### config.mk
export PLATFORM = sky130hd
export DESIGN_NAME = printer_escape_interpreter_core
export DESIGN_NICKNAME = d
export VERILOG_FILES = /design/src/sv/pei_pkg.sv /design/src/sv/printer_escape_interpreter_core.sv
export VERILOG_INCLUDE_DIRS = /design/src /design/src/sv
export SDC_FILE = /design/constraint.sdc
export NUM_CORES = 1
export LEC_CHECK = 0
export ABC_AREA = 1
export BUFFER_PORTS_ARGS = -buffer_cell sky130_fd_sc_hd__clkbuf_2
export CORE_ASPECT_RATIO = 0.8
export CORE_MARGIN = 5
export CORE_UTILIZATION = 50
export DETAILED_ROUTE_END_ITERATION = 8
export GPL_ROUTABILITY_DRIVEN = 0
export PLACE_DENSITY = 0.77
export SLEW_MARGIN = 15
export SYNTH_ARGS = -nofsm -noshare
export SYNTH_HDL_FRONTEND = slang
export SYNTH_SLANG_ARGS = --single-unit
### constraint.sdc
create_clock -name clk -period 7.75 [get_ports clk]
set_input_delay 1.1625 -clock clk [delete_from_list [all_inputs] [get_ports clk]]
set_output_delay 1.1625 -clock clk [all_outputs]
set_load 0.005 [all_outputs]
### src/sv/assert_macros.svh
// Assertion macros shared by the interpreter RTL.
// No dependencies; included by files that carry concurrent checks.
`ifndef ASSERT_MACROS_SVH
`define ASSERT_MACROS_SVH

// Same-cycle implication, disabled while reset is high.
`define PEI_ASSERT_IMPLY(name, clk, rst, cond, expr, msg) \
  name: assert property (@(posedge clk) disable iff (rst) (cond) |-> (expr)) \
    else $error(msg);

// Next-cycle implication, disabled while reset is high.
`define PEI_ASSERT_NEXT(name, clk, rst, cond, expr, msg) \
  name: assert property (@(posedge clk) disable iff (rst) (cond) |=> (expr)) \
    else $error(msg);

`endif

### src/sv/pei_pkg.sv
// Types, codes and constants of the printer escape interpreter.
// No dependencies; used by printer_escape_interpreter_core.
package pei_pkg;

  localparam int unsigned DOT_W   = 14;
  localparam int unsigned ROWS_W  = 9;
  localparam int unsigned PIN_W   = 8;
  localparam int unsigned INK_W   = 3;
  localparam int unsigned CODE_W  = 7;
  localparam int unsigned COUNT_W = 16;

  typedef enum logic [1:0] {
    MODE_IDLE  = 2'd0,
    MODE_ESC   = 2'd1,
    MODE_PARAM = 2'd2,
    MODE_GFX   = 2'd3
  } parse_mode_t;

  typedef enum logic [2:0] {
    EV_LINE_FEED     = 3'd0,
    EV_FORM_FEED     = 3'd1,
    EV_UNKNOWN_CMD   = 3'd2,
    EV_COLOR_CHANGE  = 3'd3,
    EV_RESET_SEEN    = 3'd4,
    EV_HEAD_BURST    = 3'd5,
    EV_COLUMN_STRIKE = 3'd6,
    EV_TEXT_CHAR     = 3'd7
  } event_kind_t;

  // Control characters in text mode.
  localparam logic [6:0] CH_CR    = 7'h0D;
  localparam logic [6:0] CH_LF    = 7'h0A;
  localparam logic [6:0] CH_FF    = 7'h0C;
  localparam logic [6:0] CH_ESC   = 7'h1B;
  localparam logic [6:0] CH_SPACE = 7'h20;
  localparam logic [6:0] CH_DEL   = 7'h7F;
  localparam logic [6:0] CH_ZERO  = 7'h30;
  localparam logic [6:0] CH_NINE  = 7'h39;
  localparam logic [6:0] CH_SIX   = 7'h36;

  // Command letters following ESC.
  localparam logic [6:0] CMD_GFX_NATIVE = 7'h47; // G
  localparam logic [6:0] CMD_GFX_120    = 7'h4C; // L
  localparam logic [6:0] CMD_LF_DIGITS  = 7'h54; // T
  localparam logic [6:0] CMD_LF_BINARY  = 7'h41; // A
  localparam logic [6:0] CMD_LF_18      = 7'h42; // B
  localparam logic [6:0] CMD_INK        = 7'h4B; // K
  localparam logic [6:0] CMD_RESET      = 7'h63; // c
  localparam logic [6:0] CMD_PITCH_17   = 7'h6E; // n
  localparam logic [6:0] CMD_PITCH_16   = 7'h4E; // N
  localparam logic [6:0] CMD_PITCH_13   = 7'h45; // E
  localparam logic [6:0] CMD_PITCH_12   = 7'h65; // e
  localparam logic [6:0] CMD_PITCH_10   = 7'h71; // q
  localparam logic [6:0] CMD_PITCH_9    = 7'h51; // Q
  localparam logic [6:0] CMD_NOP_GT     = 7'h3E; // >
  localparam logic [6:0] CMD_NOP_LT     = 7'h3C; // <
  localparam logic [6:0] CMD_NOP_P      = 7'h50; // P

  // Parameter counts of the commands that take parameters.
  localparam logic [2:0] NEED_GFX_NATIVE = 3'd4;
  localparam logic [2:0] NEED_GFX_120    = 3'd2;
  localparam logic [2:0] NEED_LF_DIGITS  = 3'd2;
  localparam logic [2:0] NEED_ONE        = 3'd1;

  // Reset values and fixed settings.
  localparam logic [DOT_W-1:0]  MARGIN_RESET = 14'd1280;
  localparam logic [ROWS_W-1:0] LF_ROWS_RESET = 9'd24;
  localparam logic [ROWS_W-1:0] LF_ROWS_B     = 9'd18;
  localparam logic [4:0] PITCH_RESET = 5'd16;
  localparam logic [4:0] PITCH_17    = 5'd17;
  localparam logic [4:0] PITCH_16    = 5'd16;
  localparam logic [4:0] PITCH_13    = 5'd13;
  localparam logic [4:0] PITCH_12    = 5'd12;
  localparam logic [4:0] PITCH_10    = 5'd10;
  localparam logic [4:0] PITCH_9     = 5'd9;
  localparam logic [INK_W-1:0] INK_BLACK = 3'd0;

  // One result item as it leaves the block.
  typedef struct packed {
    event_kind_t         kind;
    logic [ROWS_W-1:0]   rows;
    logic [DOT_W-1:0]    from_dot;
    logic [DOT_W-1:0]    to_dot;
    logic [PIN_W-1:0]    pins;
    logic [INK_W-1:0]    ink;
    logic [CODE_W-1:0]   code;
    logic                last;
  } result_t;

  // Value of an ASCII decimal digit; anything else counts as zero.
  function automatic logic [3:0] digit_value(input logic [7:0] p);
    logic [6:0] c;
    logic [6:0] d;
    c = p[6:0];
    d = c - CH_ZERO;
    return (c >= CH_ZERO && c <= CH_NINE) ? d[3:0] : 4'd0;
  endfunction

  // Ink selected by an ASCII digit; anything outside '0'..'6' is black.
  function automatic logic [INK_W-1:0] ink_from_digit(input logic [7:0] p);
    logic [6:0] c;
    logic [INK_W-1:0] ink;
    c = p[6:0];
    ink = INK_BLACK;
    if (c >= CH_ZERO && c <= CH_SIX) begin
      case (c[2:0])
        3'd0: ink = 3'd0;
        3'd1: ink = 3'd1;
        3'd2: ink = 3'd2;
        3'd3: ink = 3'd4;
        3'd4: ink = 3'd3;
        3'd5: ink = 3'd5;
        3'd6: ink = 3'd6;
        default: ink = INK_BLACK;
      endcase
    end
    return ink;
  endfunction

  // Result record with the ink filled in later.
  function automatic result_t make_result(input event_kind_t kind,
                                          input logic [ROWS_W-1:0] rows,
                                          input logic [DOT_W-1:0] from_dot,
                                          input logic [DOT_W-1:0] to_dot,
                                          input logic [PIN_W-1:0] pins,
                                          input logic [CODE_W-1:0] code,
                                          input logic last);
    result_t r;
    r.kind     = kind;
    r.rows     = rows;
    r.from_dot = from_dot;
    r.to_dot   = to_dot;
    r.pins     = pins;
    r.ink      = INK_BLACK;
    r.code     = code;
    r.last     = last;
    return r;
  endfunction

endpackage

### src/sv/printer_escape_interpreter_core.sv
// Printer escape interpreter: byte stream in, ordered printer events out.
// Depends on pei_pkg and assert_macros.svh.
//
//   Channel   Handshake                  Payload
//   cfg       cfg_valid / cfg_ready      cfg_data (right margin in dots)
//   data      data_valid / data_stall    data_byte
//   event     event_valid / event_stall  event_kind, feed_rows, from_dot, to_dot,
//                                        pin_bits, ink_color, code_byte, last
//
// Each byte is decoded in the cycle it is taken; its results appear on the
// event ports from the next cycle. A wrapped text character and the end of a
// bit-image burst give two results each; the second waits in the spare result
// slot. Reset is synchronous and clears the parser, head and slot-valid state,
// but not the stored parameter bytes; the margin register returns to 1280 dots.
// The data side stalls while the spare result slot is full or the head slot
// is held by event_stall.

`include "assert_macros.svh"

module printer_escape_interpreter_core #(
  parameter int unsigned HEAD_DOT_LIMIT = 16383
) (
  input  logic                               clk,
  input  logic                               rst,
  input  logic                               cfg_valid,
  output logic                               cfg_ready,
  input  logic [pei_pkg::DOT_W-1:0]          cfg_data,
  input  logic                               data_valid,
  output logic                               data_stall,
  input  logic [7:0]                         data_byte,
  output logic                               event_valid,
  input  logic                               event_stall,
  output logic [2:0]                         event_kind,
  output logic [pei_pkg::ROWS_W-1:0]         feed_rows,
  output logic [pei_pkg::DOT_W-1:0]          from_dot,
  output logic [pei_pkg::DOT_W-1:0]          to_dot,
  output logic [pei_pkg::PIN_W-1:0]          pin_bits,
  output logic [pei_pkg::INK_W-1:0]          ink_color,
  output logic [pei_pkg::CODE_W-1:0]         code_byte,
  output logic                               last
);

  localparam int unsigned HW = $clog2(HEAD_DOT_LIMIT + 1);
  localparam int unsigned SW = HW + 18;
  localparam logic [HW-1:0] LIMIT = HW'(HEAD_DOT_LIMIT);

  // Saturate a widened dot position at the head limit.
  function automatic logic [HW-1:0] sat_dot(input logic [SW-1:0] v);
    return (v > SW'(HEAD_DOT_LIMIT)) ? LIMIT : v[HW-1:0];
  endfunction

  // Parser and head state.
  logic [pei_pkg::DOT_W-1:0]   right_margin_dots;
  pei_pkg::parse_mode_t        parse_mode, parse_mode_next;
  logic [6:0]                  command_letter, command_letter_next;
  logic [2:0]                  params_needed, params_needed_next;
  logic [2:0]                  params_got, params_got_next;
  logic [7:0]                  param_store [4];
  logic [pei_pkg::COUNT_W-1:0] columns_left, columns_left_next;
  logic                        msb_is_top, msb_is_top_next;
  logic [14:0]                 col_third, col_third_next;
  logic [1:0]                  col_phase, col_phase_next;
  logic [HW-1:0]               burst_start_dot, burst_start_dot_next;
  logic [HW-1:0]               burst_first_dot, burst_first_dot_next;
  logic                        burst_first_valid, burst_first_valid_next;
  logic [HW-1:0]               head_column, head_column_next;
  logic [pei_pkg::ROWS_W-1:0]  line_feed_rows, line_feed_rows_next;
  logic [4:0]                  pitch_dots, pitch_dots_next;
  logic [pei_pkg::INK_W-1:0]   current_ink, current_ink_next;

  // Decode results and result slots.
  pei_pkg::result_t res_a, res_b;
  logic [1:0]       res_count;
  pei_pkg::result_t slot0, slot1;
  logic             slot0_valid, slot1_valid;
  logic             accept, pop;
  logic             pstore_we;
  logic [1:0]       pstore_idx;
  logic [7:0]       pv [4];

  // Arithmetic helpers.
  logic [6:0]    b;
  logic [SW-1:0] cell_end, text_start, gfx_d0, gfx_d1;
  logic          wrap;
  logic [HW-1:0] col_from, col_to;
  logic [7:0]    col_pins;
  logic [pei_pkg::COUNT_W-1:0] cols_dec, burst_count;
  logic [13:0]   g_count;
  logic [6:0]    t_count;

  assign b = data_byte[6:0];

  // Handshakes: a byte is taken only while the spare slot is empty and the head slot is empty or being taken.
  assign cfg_ready  = 1'b1;
  assign data_stall = slot1_valid || (slot0_valid && event_stall);
  assign accept     = data_valid && !data_stall;
  assign pop        = slot0_valid && !event_stall;

  // Parameter bytes as seen by the executing command, including this byte.
  always_comb begin
    for (int i = 0; i < 4; i++) begin
      pv[i] = (pstore_we && pstore_idx == 2'(i)) ? data_byte : param_store[i];
    end
  end

  // Count values from parameter digits and binary bytes.
  always_comb begin
    g_count = 14'(pei_pkg::digit_value(pv[0])) * 14'd1000
            + 14'(pei_pkg::digit_value(pv[1])) * 14'd100
            + 14'(pei_pkg::digit_value(pv[2])) * 14'd10
            + 14'(pei_pkg::digit_value(pv[3]));
    t_count = 7'(pei_pkg::digit_value(pv[0])) * 7'd10
            + 7'(pei_pkg::digit_value(pv[1]));
    burst_count = {pv[1], pv[0]};
  end

  // Text cell placement and wrap test.
  always_comb begin
    wrap       = (SW'(head_column) + SW'(pitch_dots)) > SW'(right_margin_dots);
    text_start = wrap ? '0 : SW'(head_column);
    cell_end   = text_start + SW'(pitch_dots);
  end

  // Column span: native columns follow the head, 120 dpi columns map four
  // dots to three columns from the burst start (index = 3 * third + phase).
  always_comb begin
    if (msb_is_top) begin
      gfx_d0 = SW'(burst_start_dot) + SW'({col_third, 2'b00}) + SW'(col_phase);
      gfx_d1 = gfx_d0 + SW'(1) + SW'(col_phase == 2'd2);
      for (int i = 0; i < pei_pkg::PIN_W; i++) begin
        col_pins[i] = data_byte[pei_pkg::PIN_W - 1 - i];
      end
    end else begin
      gfx_d0   = SW'(head_column);
      gfx_d1   = gfx_d0 + SW'(1);
      col_pins = data_byte;
    end
    col_from = sat_dot(gfx_d0);
    col_to   = sat_dot(gfx_d1 - SW'(1));
    cols_dec = columns_left - 1'b1;
  end

  // Next state and results for the byte on the data port.
  always_comb begin
    parse_mode_next        = parse_mode;
    command_letter_next    = command_letter;
    params_needed_next     = params_needed;
    params_got_next        = params_got;
    columns_left_next      = columns_left;
    msb_is_top_next        = msb_is_top;
    col_third_next         = col_third;
    col_phase_next         = col_phase;
    burst_start_dot_next   = burst_start_dot;
    burst_first_dot_next   = burst_first_dot;
    burst_first_valid_next = burst_first_valid;
    head_column_next       = head_column;
    line_feed_rows_next    = line_feed_rows;
    pitch_dots_next        = pitch_dots;
    current_ink_next       = current_ink;
    pstore_we              = 1'b0;
    pstore_idx             = params_got[1:0];
    res_a     = pei_pkg::make_result(pei_pkg::EV_LINE_FEED, '0, '0, '0, '0, '0, 1'b1);
    res_b     = res_a;
    res_count = 2'd0;

    case (parse_mode)
      pei_pkg::MODE_IDLE: begin
        if (b == pei_pkg::CH_CR) begin
          head_column_next = '0;
        end else if (b == pei_pkg::CH_LF) begin
          res_a = pei_pkg::make_result(pei_pkg::EV_LINE_FEED, line_feed_rows,
                                       '0, '0, '0, '0, 1'b1);
          res_count = 2'd1;
        end else if (b == pei_pkg::CH_FF) begin
          head_column_next = '0;
          res_a = pei_pkg::make_result(pei_pkg::EV_FORM_FEED, '0, '0, '0, '0, '0, 1'b1);
          res_count = 2'd1;
        end else if (b == pei_pkg::CH_ESC) begin
          parse_mode_next = pei_pkg::MODE_ESC;
        end else if (b >= pei_pkg::CH_SPACE && b != pei_pkg::CH_DEL &&
                     pitch_dots != '0) begin
          // A cell crossing the margin is preceded by a wrapping line feed.
          head_column_next = sat_dot(cell_end);
          if (wrap) begin
            res_a = pei_pkg::make_result(pei_pkg::EV_LINE_FEED, line_feed_rows,
                                         '0, '0, '0, '0, 1'b0);
            res_b = pei_pkg::make_result(pei_pkg::EV_TEXT_CHAR, '0,
                                         14'(text_start),
                                         14'(sat_dot(cell_end - SW'(1))),
                                         '0, b, 1'b1);
            res_count = 2'd2;
          end else begin
            res_a = pei_pkg::make_result(pei_pkg::EV_TEXT_CHAR, '0,
                                         14'(text_start),
                                         14'(sat_dot(cell_end - SW'(1))),
                                         '0, b, 1'b1);
            res_count = 2'd1;
          end
        end
      end

      pei_pkg::MODE_ESC: begin
        command_letter_next = b;
        params_got_next     = '0;
        parse_mode_next     = pei_pkg::MODE_IDLE;
        case (b)
          pei_pkg::CMD_GFX_NATIVE: begin
            params_needed_next = pei_pkg::NEED_GFX_NATIVE;
            parse_mode_next    = pei_pkg::MODE_PARAM;
          end
          pei_pkg::CMD_GFX_120, pei_pkg::CMD_LF_DIGITS: begin
            params_needed_next = pei_pkg::NEED_GFX_120;
            parse_mode_next    = pei_pkg::MODE_PARAM;
          end
          pei_pkg::CMD_INK, pei_pkg::CMD_LF_BINARY: begin
            params_needed_next = pei_pkg::NEED_ONE;
            parse_mode_next    = pei_pkg::MODE_PARAM;
          end
          pei_pkg::CMD_LF_18:    line_feed_rows_next = pei_pkg::LF_ROWS_B;
          pei_pkg::CMD_PITCH_17: pitch_dots_next = pei_pkg::PITCH_17;
          pei_pkg::CMD_PITCH_16: pitch_dots_next = pei_pkg::PITCH_16;
          pei_pkg::CMD_PITCH_13: pitch_dots_next = pei_pkg::PITCH_13;
          pei_pkg::CMD_PITCH_12: pitch_dots_next = pei_pkg::PITCH_12;
          pei_pkg::CMD_PITCH_10: pitch_dots_next = pei_pkg::PITCH_10;
          pei_pkg::CMD_PITCH_9:  pitch_dots_next = pei_pkg::PITCH_9;
          pei_pkg::CMD_NOP_GT, pei_pkg::CMD_NOP_LT, pei_pkg::CMD_NOP_P: begin
          end
          pei_pkg::CMD_RESET: begin
            // Software reset: everything but the margin register and the stored parameter bytes.
            command_letter_next    = '0;
            params_needed_next     = '0;
            columns_left_next      = '0;
            msb_is_top_next        = 1'b0;
            col_third_next         = '0;
            col_phase_next         = '0;
            burst_start_dot_next   = '0;
            burst_first_dot_next   = '0;
            burst_first_valid_next = 1'b0;
            head_column_next       = '0;
            line_feed_rows_next    = pei_pkg::LF_ROWS_RESET;
            pitch_dots_next        = pei_pkg::PITCH_RESET;
            current_ink_next       = pei_pkg::INK_BLACK;
            res_a = pei_pkg::make_result(pei_pkg::EV_RESET_SEEN, '0, '0, '0, '0, '0, 1'b1);
            res_count = 2'd1;
          end
          default: begin
            res_a = pei_pkg::make_result(pei_pkg::EV_UNKNOWN_CMD, '0, '0, '0, '0, b, 1'b1);
            res_count = 2'd1;
          end
        endcase
      end

      pei_pkg::MODE_PARAM: begin
        pstore_we       = 1'b1;
        params_got_next = params_got + 1'b1;
        if (params_got_next >= params_needed) begin
          parse_mode_next = pei_pkg::MODE_IDLE;
          case (command_letter)
            pei_pkg::CMD_GFX_NATIVE: begin
              msb_is_top_next        = 1'b0;
              columns_left_next      = 16'(g_count);
              burst_first_valid_next = 1'b0;
              if (g_count != '0) parse_mode_next = pei_pkg::MODE_GFX;
            end
            pei_pkg::CMD_GFX_120: begin
              msb_is_top_next        = 1'b1;
              col_third_next         = '0;
              col_phase_next         = '0;
              burst_start_dot_next   = head_column;
              columns_left_next      = burst_count;
              burst_first_valid_next = 1'b0;
              if (burst_count != '0) parse_mode_next = pei_pkg::MODE_GFX;
            end
            pei_pkg::CMD_LF_DIGITS: begin
              if (t_count != '0) line_feed_rows_next = 9'(t_count);
            end
            pei_pkg::CMD_LF_BINARY: begin
              if (pv[0] != '0) line_feed_rows_next = {pv[0], 1'b0};
            end
            pei_pkg::CMD_INK: begin
              current_ink_next = pei_pkg::ink_from_digit(pv[0]);
              res_a = pei_pkg::make_result(pei_pkg::EV_COLOR_CHANGE, '0, '0, '0, '0, '0,
                                           1'b1);
              res_count = 2'd1;
            end
            default: begin
            end
          endcase
        end
      end

      pei_pkg::MODE_GFX: begin
        // One column per byte; the last column also closes the burst.
        if (!burst_first_valid) burst_first_dot_next = col_from;
        burst_first_valid_next = 1'b1;
        head_column_next       = sat_dot(gfx_d1);
        columns_left_next      = cols_dec;
        if (col_phase == 2'd2) begin
          col_phase_next = '0;
          col_third_next = col_third + 1'b1;
        end else begin
          col_phase_next = col_phase + 1'b1;
        end
        if (cols_dec == '0) begin
          parse_mode_next = pei_pkg::MODE_IDLE;
          res_a = pei_pkg::make_result(pei_pkg::EV_COLUMN_STRIKE, '0, 14'(col_from),
                                       14'(col_to), col_pins, '0, 1'b0);
          res_b = pei_pkg::make_result(pei_pkg::EV_HEAD_BURST, '0,
                                       14'(burst_first_dot_next), 14'(col_to),
                                       '0, '0, 1'b1);
          res_count = 2'd2;
        end else begin
          res_a = pei_pkg::make_result(pei_pkg::EV_COLUMN_STRIKE, '0, 14'(col_from),
                                       14'(col_to), col_pins, '0, 1'b1);
          res_count = 2'd1;
        end
      end

      default: begin
        parse_mode_next = pei_pkg::MODE_IDLE;
      end
    endcase

    // Every event reports the ink as it stands after this byte.
    res_a.ink = current_ink_next;
    res_b.ink = current_ink_next;
  end

  // Margin register.
  always_ff @(posedge clk) begin
    if (rst) begin
      right_margin_dots <= pei_pkg::MARGIN_RESET;
    end else if (cfg_valid && cfg_ready) begin
      right_margin_dots <= cfg_data;
    end
  end

  // Parameter bytes.
  always_ff @(posedge clk) begin
    if (accept && pstore_we) begin
      param_store[pstore_idx] <= data_byte;
    end
  end

  // Interpreter state, updated on each transfer on the data side.
  always_ff @(posedge clk) begin
    if (rst) begin
      parse_mode        <= pei_pkg::MODE_IDLE;
      command_letter    <= '0;
      params_needed     <= '0;
      params_got        <= '0;
      columns_left      <= '0;
      msb_is_top        <= 1'b0;
      col_third         <= '0;
      col_phase         <= '0;
      burst_start_dot   <= '0;
      burst_first_dot   <= '0;
      burst_first_valid <= 1'b0;
      head_column       <= '0;
      line_feed_rows    <= pei_pkg::LF_ROWS_RESET;
      pitch_dots        <= pei_pkg::PITCH_RESET;
      current_ink       <= pei_pkg::INK_BLACK;
    end else if (accept) begin
      parse_mode        <= parse_mode_next;
      command_letter    <= command_letter_next;
      params_needed     <= params_needed_next;
      params_got        <= params_got_next;
      columns_left      <= columns_left_next;
      msb_is_top        <= msb_is_top_next;
      col_third         <= col_third_next;
      col_phase         <= col_phase_next;
      burst_start_dot   <= burst_start_dot_next;
      burst_first_dot   <= burst_first_dot_next;
      burst_first_valid <= burst_first_valid_next;
      head_column       <= head_column_next;
      line_feed_rows    <= line_feed_rows_next;
      pitch_dots        <= pitch_dots_next;
      current_ink       <= current_ink_next;
    end
  end

  // Result slots: the head drives the event port, the spare holds the
  // second result of a byte until the head has been taken.
  always_ff @(posedge clk) begin
    if (rst) begin
      slot0_valid <= 1'b0;
      slot1_valid <= 1'b0;
    end else if (accept) begin
      slot0_valid <= (res_count != 2'd0);
      slot1_valid <= (res_count == 2'd2);
    end else if (pop) begin
      slot0_valid <= slot1_valid;
      slot1_valid <= 1'b0;
    end
  end

  always_ff @(posedge clk) begin
    if (accept) begin
      slot0 <= res_a;
      slot1 <= res_b;
    end else if (pop) begin
      slot0 <= slot1;
    end
  end

  // Event port.
  assign event_valid = slot0_valid;
  assign event_kind  = slot0.kind;
  assign feed_rows   = slot0.rows;
  assign from_dot    = slot0.from_dot;
  assign to_dot      = slot0.to_dot;
  assign pin_bits    = slot0.pins;
  assign ink_color   = slot0.ink;
  assign code_byte   = slot0.code;
  assign last        = slot0.last;

  // Checks on slot ordering and parser bookkeeping.
  `PEI_ASSERT_IMPLY(a_spare_needs_head, clk, rst, slot1_valid, slot0_valid, "spare slot full with head empty")
  `PEI_ASSERT_IMPLY(a_spare_after_first, clk, rst, slot1_valid, !slot0.last, "head result before spare marked last")
  `PEI_ASSERT_IMPLY(a_burst_has_columns, clk, rst, parse_mode == pei_pkg::MODE_GFX, columns_left != '0, "burst mode with no columns left")
  `PEI_ASSERT_IMPLY(a_params_pending, clk, rst, parse_mode == pei_pkg::MODE_PARAM, params_got < params_needed, "parameter mode with all parameters taken")
  `PEI_ASSERT_NEXT(a_pair_stored, clk, rst, accept && res_count == 2'd2, slot0_valid && slot1_valid, "pair of results not held in both slots")

endmodule
==> results.json, run 1 <==
{
  "ys_types": 64,
  "synth-seq-cells": 254,
  "critPathKind": "register to register",
  "io_pins": 89,
  "slew_headroom_pct": 24.66,
  "place_hpwl_um": 41800,
  "synth_edf_count": 129,
  "wire_per_inst_um": 17.79,
  "maxSlewViolCount": 0,
  "finalHoldViolCount": 0,
  "multiInputGateArea_um2": 10430,
  "powerDensity_nw_per_um2": 184.7,
  "tightest_slew_ns": 1.126,
  "wl_met3_um": 6507,
  "max_freq_mhz": 140.8,
  "async_reset_ff_share_pct": 0,
  "core_area_um2": 36970,
  "grt_pass1_vias": 16950,
  "max_cap_viol_count": 0,
  "mappedNetlistNets": 2735,
  "setup_tns_ns": 0,
  "post-place-ws_ns": 0.5301,
  "worstHoldPathCells": 2,
  "ys_seq_area_share_pct": 34.22,
  "avgSynthCellArea_um2": 7.248,
  "rr_worst_depth": 34,
  "die_w_um": 225.8,
  "wl_um": 55640,
  "synthMuxAreaShare_pct": 0,
  "rsz0062_at_grt": "no",
  "yosys.area.top_type_share_pct": 20.79,
  "post_cts_buffers": 0,
  "p_comb_share_pct": 18.7,
  "htree_levels": 1,
  "fill_cells": 3313,
  "ys_top_cells_by_count": "nand2_1, inv_1, nor2_1",
  "cp_data_required_time_ns": 8.20,
  "synth_cells": 2571,
  "netlist.top_cell.by_area": "edfxtp_1",
  "cts_resized": 0,
  "cts-root-buf": "clkbuf_16",
  "grt.overflow.total": 0,
  "regArea_um2": 6377,
  "cts.sinks": 254,
  "numCtsBuffers": 28,
  "slowest_stage": "fa_1",
  "cts_tree": "done",
  "synth_flop_cell": "edfxtp_1",
  "leakage_uw": 0.009413,
  "period_share_pct": 91.62,
  "crit_path_end_kind": "register",
  "rows": 63,
  "min-delay-start": "right_margin_dots[10]",
  "ctsHoldBuffers": 0,
  "gr-usage-all-layers_pct": 26.07,
  "yosysMostFrequentCell": "nand2_1",
  "insertion_delay_ns": 0.60,
  "r2r_setup_slack_ns": 0.65,
  "critPathArrivalTime_ns": 7.55,
  "crit_path_frequent_cell": "nand2_1",
  "critPathLaunchType": "register",
  "dr.pass1.iters": 6,
  "hp-class": "register to register",
  "detail-route-antenna-nets": 0,
  "synth_top_family_by_area": "simple AND/OR/NAND/NOR gates",
  "syn-cell-area_um2": 18640,
  "drtIter0Drc": 2533,
  "setup_viol": 0,
  "dieHeight_um": 182.7,
  "r2r_end": "parse_mode[1]",
  "dieArea_um2": 41260,
  "vias_per_cell": 5.778,
  "grt_max_degree": 87,
  "p_int_uw": 2648,
  "pwr-share-seq_pct": 42.1,
  "wl_met2_um": 24150,
  "synth.area.top_cells": "edfxtp_1, dfxtp_1, nand2_1, ha_1, inv_1",
  "cp_max_fo": 17,
  "port_buffers": 87,
  "fin_nets": 2783,
  "start_util_pct": 50.41,
  "slowest_delay_ns": 0.55,
  "status": "finished, final reports clean",
  "p_sw_share_pct": 29.83,
  "drt-met1-wl_um": 23140,
  "cts.clk_slew.worst_paths_ns": 0.07,
  "areaGrowthSynthToFinish_pct": 9.635,
  "fin_worst_skew_ns": 0.07037,
  "clockPowerShare_pct": 39.2,
  "ir_drop_v": 0.0001980,
  "r2r-start": "parse_mode[0]",
  "yosys_warnings": 0,
  "synth_xor_area_share_pct": 2.773,
  "hold_end": "right_margin_dots[10]",
  "synth-compound-area-share_pct": 13.64,
  "net-switching-power_uw": 1126,
  "synthAdderAreaFrac_pct": 10.08,
  "grt_pass1_wl_um": 87960,
  "min_period_ns": 7.100,
  "antenna_found_initial": 0,
  "n_antenna_cell": 0,
  "drive_gt1_share_pct": 10.94,
  "yosys.area_share.simple_pct": 29.33,
  "num_vias": 18080,
  "cts_buffer_depth": 3,
  "drcViolationCount": 0,
  "fin_ws_ns": 0.6498,
  "highest_layer": "met4"
}
-- power groups by stage --
stage          logic (uW)  registers [uW]  clock network, uW
2_1_floorplan         461            1600                  0
3_3_place_gp          671            1610                  0
3_5_place_dp          686            1610                  0
4_1_cts               692            1590               1490
5_1_grt               776            1590               1560
6_report              707            1590               1480
-- flip-flops by register name, summed over array words and instances, names as in the netlist, 8 cells and up --
register           count
col_third             15
burst_start_dot       14
from_dot              14
line_feed_rows         9
right_margin_dots     14
head_column           14
columns_left          16
to_dot                14
pin_bits               8
feed_rows              9
param_store           30
burst_first_dot       14
slot1                 40
-- cell usage in the layout (no fill, tap or decap), types with 10 or more instances in the layout --
cell type | netlist | routed
buf_4 | 5 | 13
nor3b_1 | 12 | 12
nor3_1 | 44 | 44
nor2_2 | 14 | 15
clkbuf_2 | 1 | 87
xnor2_1 | 17 | 17
inv_2 | 20 | 21
nand3_1 | 130 | 129
nor4_1 | 11 | 11
nand2_1 | 612 | 612
ha_1 | 115 | 115
o221ai_1 | 17 | 17
o22ai_1 | 19 | 19
a211oi_1 | 20 | 20
dfxtp_1 | 125 | 124
nand4_1 | 38 | 38
fa_1 | 22 | 22
o21ai_1 | 10 | 10
o21a_1 | 15 | 15
nand3_2 | 28 | 29
o21ai_0 | 131 | 130
nor2_1 | 247 | 246
or2_2 | 15 | 15
edfxtp_1 | 129 | 129
a21oi_1 | 176 | 176
clkbuf_16 | 0 | 30
xor2_1 | 42 | 42
nand2_2 | 31 | 31
inv_1 | 360 | 359
-- layer usage --
metal / track usage, % / up-vias
met5: 0 / -
met4: 7.236 / 0
met3: 5.999 / 172
met2: 40.96 / 1036
met1: 36.29 / 8315
li1: - / 8552
-- worst max-delay path by stage --
stage,depth (start not counted),end,start
finish,34,parse_mode[1],parse_mode[0]
global route,34,parse_mode[1],parse_mode[0]
CTS,34,parse_mode[1],parse_mode[0]
detailed placement,32,parse_mode[1],data_byte[1]
global placement,32,parse_mode[1],data_byte[2]
floorplan,34,parse_mode[1],data_byte[2]
-- critical path: cells and delay by family (launching register included) --
family	cells	cell delay [ns]
adder cells (fa/ha/maj)	7	2.87
buffers and inverters	5	0.45
AND/OR/NAND/NOR	17	2.20
AO/OA/AOI/OAI	5	1.09
flip-flops	1	0.33
-- layout make-up --
| class | count | share of cell area, % |
|---|---|---|
| clock buffers | 37 | 3.901 |
| clock inverters | 15 | 1.164 |
| inverters | 386 | 7.092 |
| multi-input cells | 1849 | 51.04 |
| flip-flops and latches | 254 | 31.21 |
| well taps | 487 | 2.982 |
| repair buffers | 100 | 2.609 |
-- metrics by stage --
| stage | hold slack [ns] | power, uW | utilization, % | instance area, um2 | std cells |
|---|---|---|---|---|---|
| 2_1_floorplan | 0.4353 | 2062 | - | 18640 | 2571 |
| 3_3_place_gp | 0.4534 | 2282 | 52.46 | 19390 | 3076 |
| 3_5_place_dp | 0.4555 | 2299 | 52.46 | 19390 | 3076 |
| 4_1_cts | 0.4644 | 3769 | 55.26 | 20430 | 3128 |
| 5_1_grt | 0.4818 | 3925 | 55.26 | 20430 | 3128 |
| 6_report | 0.4688 | 3774 | 55.26 | 20430 | 3128 |
-- cell families after synthesis --
logic type | after synthesis
AOI/OAI and AO/OA | 441
xor gates and xnor gates | 59
adders and majority gates | 137
buffers and inverters | 468
DFF | 254
other | 1
and+or+nand+nor | 1211
No activity file was read; power rests on OpenSTA's default activity.
==> run 2, diff against run 1 <==
--- a/config.mk
+++ b/config.mk
@@ -10,10 +10,10 @@
 export BUFFER_PORTS_ARGS = -buffer_cell sky130_fd_sc_hd__clkbuf_2
 export CORE_ASPECT_RATIO = 0.8
 export CORE_MARGIN = 5
-export CORE_UTILIZATION = 50
+export CORE_UTILIZATION = 25
 export DETAILED_ROUTE_END_ITERATION = 8
 export GPL_ROUTABILITY_DRIVEN = 0
-export PLACE_DENSITY = 0.77
+export PLACE_DENSITY_LB_ADDON = 0.1
 export SLEW_MARGIN = 15
 export SYNTH_ARGS = -nofsm -noshare
 export SYNTH_HDL_FRONTEND = slang
==> run 2 against run 1 <==
Against the previous run:
- die area up 94%
- largest power group unchanged
- clock power down 5%
- count of clock-buffer cells in the layout up 2
- clock skew down 0.036 ns
- global-route usage down 9.6 points
- via count down 5.5%
- hold slack worse by 0.0030 ns
- final cell count up 17%
==> results.json, run 2 (same netlist as run 1, synthesis figures left out) <==
{
  "largest_reg_flops": 40,
  "rsz0062_at_grt": "no",
  "crit_path_end_kind": "register",
  "cts.sinks": 254,
  "port_buffers": 87,
  "maxSlewViolCount": 0,
  "post_cts_buffers": 0,
  "min_period_ns": 6.843,
  "dr.pass1.iters": 5,
  "drcViolationCount": 0,
  "antenna_found_initial": 0,
  "grt.overflow.total": 0,
  "drtIter0Drc": 1191,
  "critPathKind": "register to register",
  "cts-root-buf": "clkbuf_16",
  "pwr-share-seq_pct": 42.7,
  "ctsHoldBuffers": 0,
  "fin_nets": 2799,
  "slowest_delay_ns": 0.62,
  "p_comb_share_pct": 19.9,
  "p_int_uw": 2526,
  "core_area_um2": 73830,
  "cp_max_fo": 14,
  "dieArea_um2": 80140,
  "period_share_pct": 88.29,
  "hp-class": "register to register",
  "num_vias": 17090,
  "place_hpwl_um": 53220,
  "leakage_uw": 0.009430,
  "cts.clk_slew.worst_paths_ns": 0.06,
  "grt_max_degree": 87,
  "n_antenna_cell": 0,
  "insertion_delay_ns": 0.62,
  "areaGrowthSynthToFinish_pct": 13.18,
  "fill_cells": 8133,
  "wl_um": 67900,
  "slew_headroom_pct": 30.55,
  "die_w_um": 315.3,
  "top_register": "slot1",
  "io_pins": 89,
  "htree_levels": 1,
  "cts_tree": "done",
  "critPathLaunchType": "register",
  "fin_worst_skew_ns": 0.03465,
  "numCtsBuffers": 31,
  "grt_pass1_wl_um": 102800,
  "grt_pass1_vias": 16510,
  "start_util_pct": 25.24,
  "crit_path_frequent_cell": "nand2_1",
  "slowest_stage": "dfxtp_1",
  "clockPowerShare_pct": 37.4,
  "cp_data_required_time_ns": 8.09,
  "setup_tns_ns": 0,
  "mostFrequentLayoutCells": "nand2_1, inv_1, nor2_1",
  "reg.largest.list": "slot1: 40 flops, param_store: 30 flops, columns_left: 16 flops",
  "max_freq_mhz": 146.1,
  "dieHeight_um": 254.2,
  "tightest_slew_ns": 1.042,
  "cts_resized": 0,
  "status": "finished, final reports clean",
  "wire_per_inst_um": 18.55,
  "power_uw": 3728,
  "ir_drop_v": 0.0001845,
  "rows": 89,
  "vias_per_cell": 4.667,
  "gr-usage-all-layers_pct": 16.50,
  "powerDensity_nw_per_um2": 176.8,
  "detail-route-antenna-nets": 0,
  "p_sw_share_pct": 32.23,
  "net-switching-power_uw": 1202,
  "setup_viol": 0,
  "cts_buffer_depth": 3,
  "critPathArrivalTime_ns": 7.18,
  "drive_gt1_share_pct": 11.35,
  "max_cap_viol_count": 0,
  "finalHoldViolCount": 0,
  "final_common_cell": "nand2_1"
}
==> run 2: final cells by class <==
class                           instances  area (um2)  share of cell area, %
Timing Repair Buffer                  113       630.6                  2.990
Inverter                              386        1449                  6.870
Clock buffer                           39       805.8                  3.820
Sequential cell                       254        6377                  30.24
Tap cell                             1001        1252                  5.938
Multi-Input combinational cell       1849       10440                  49.47
Clock inverter                         19       141.4                 0.6703
==> run 2: metrics by stage <==
step	utilization, %	instance area, um2	instances	setup WS, ns	hold slack, ns
after floorplan	-	18640	2571	1.524	0.4353
after global routing	28.57	21090	3661	0.3016	0.4864
after CTS	28.56	21080	3661	0.8925	0.4669
after detailed placement	27.27	20140	3603	0.7643	0.4572
after global placement	27.27	20140	3603	0.8628	0.4562
final	28.57	21090	3661	0.9074	0.4658
==> run 2: final timing paths <==
path | from | depth (start not counted) | slack [ns] | end
max reg2reg | head_column[0] | 34 | 0.91 | slot1[31]
min | command_letter[6] | 2 | 0.47 | command_letter[6]
max | head_column[0] | 34 | 0.91 | slot1[31]
min reg2reg | command_letter[6] | 2 | 0.47 | command_letter[6]
==> run 2: routing by layer <==
| metal | track usage, % | vias up | part of all wire [%] | wire length [um] |
|---|---|---|---|---|
| met1 | 24.61 | 8049 | 50 | 34280 |
| met2 | 25.30 | 373 | 42 | 28550 |
| met5 | 0 | - | 0 | 0 |
| li1 | - | 8593 | - | - |
| met3 | 2.762 | 70 | 5.5 | 3703 |
| met4 | 3.206 | 0 | 2.0 | 1371 |
==> run 2: power groups by stage <==
stage                     combinational, uW  clock [uW]  sequential [uW]
after floorplan                         461           0             1600
after global placement                  744           0             1620
after detailed placement                742           0             1620
after CTS                               746        1450             1590
after global routing                    824        1500             1600
final                                   741        1400             1590
==> run 2: critical path: cells and delay by family (launching register included) <==
family                   cells  cell delay, ns
AO/OA/AOI/OAI                5            0.88
flip-flops                   1            0.62
buffers and inverters        2            0.13
adder cells (fa/ha/maj)      5            1.55
XOR/XNOR                     2            0.74
AND/OR/NAND/NOR             20            2.63
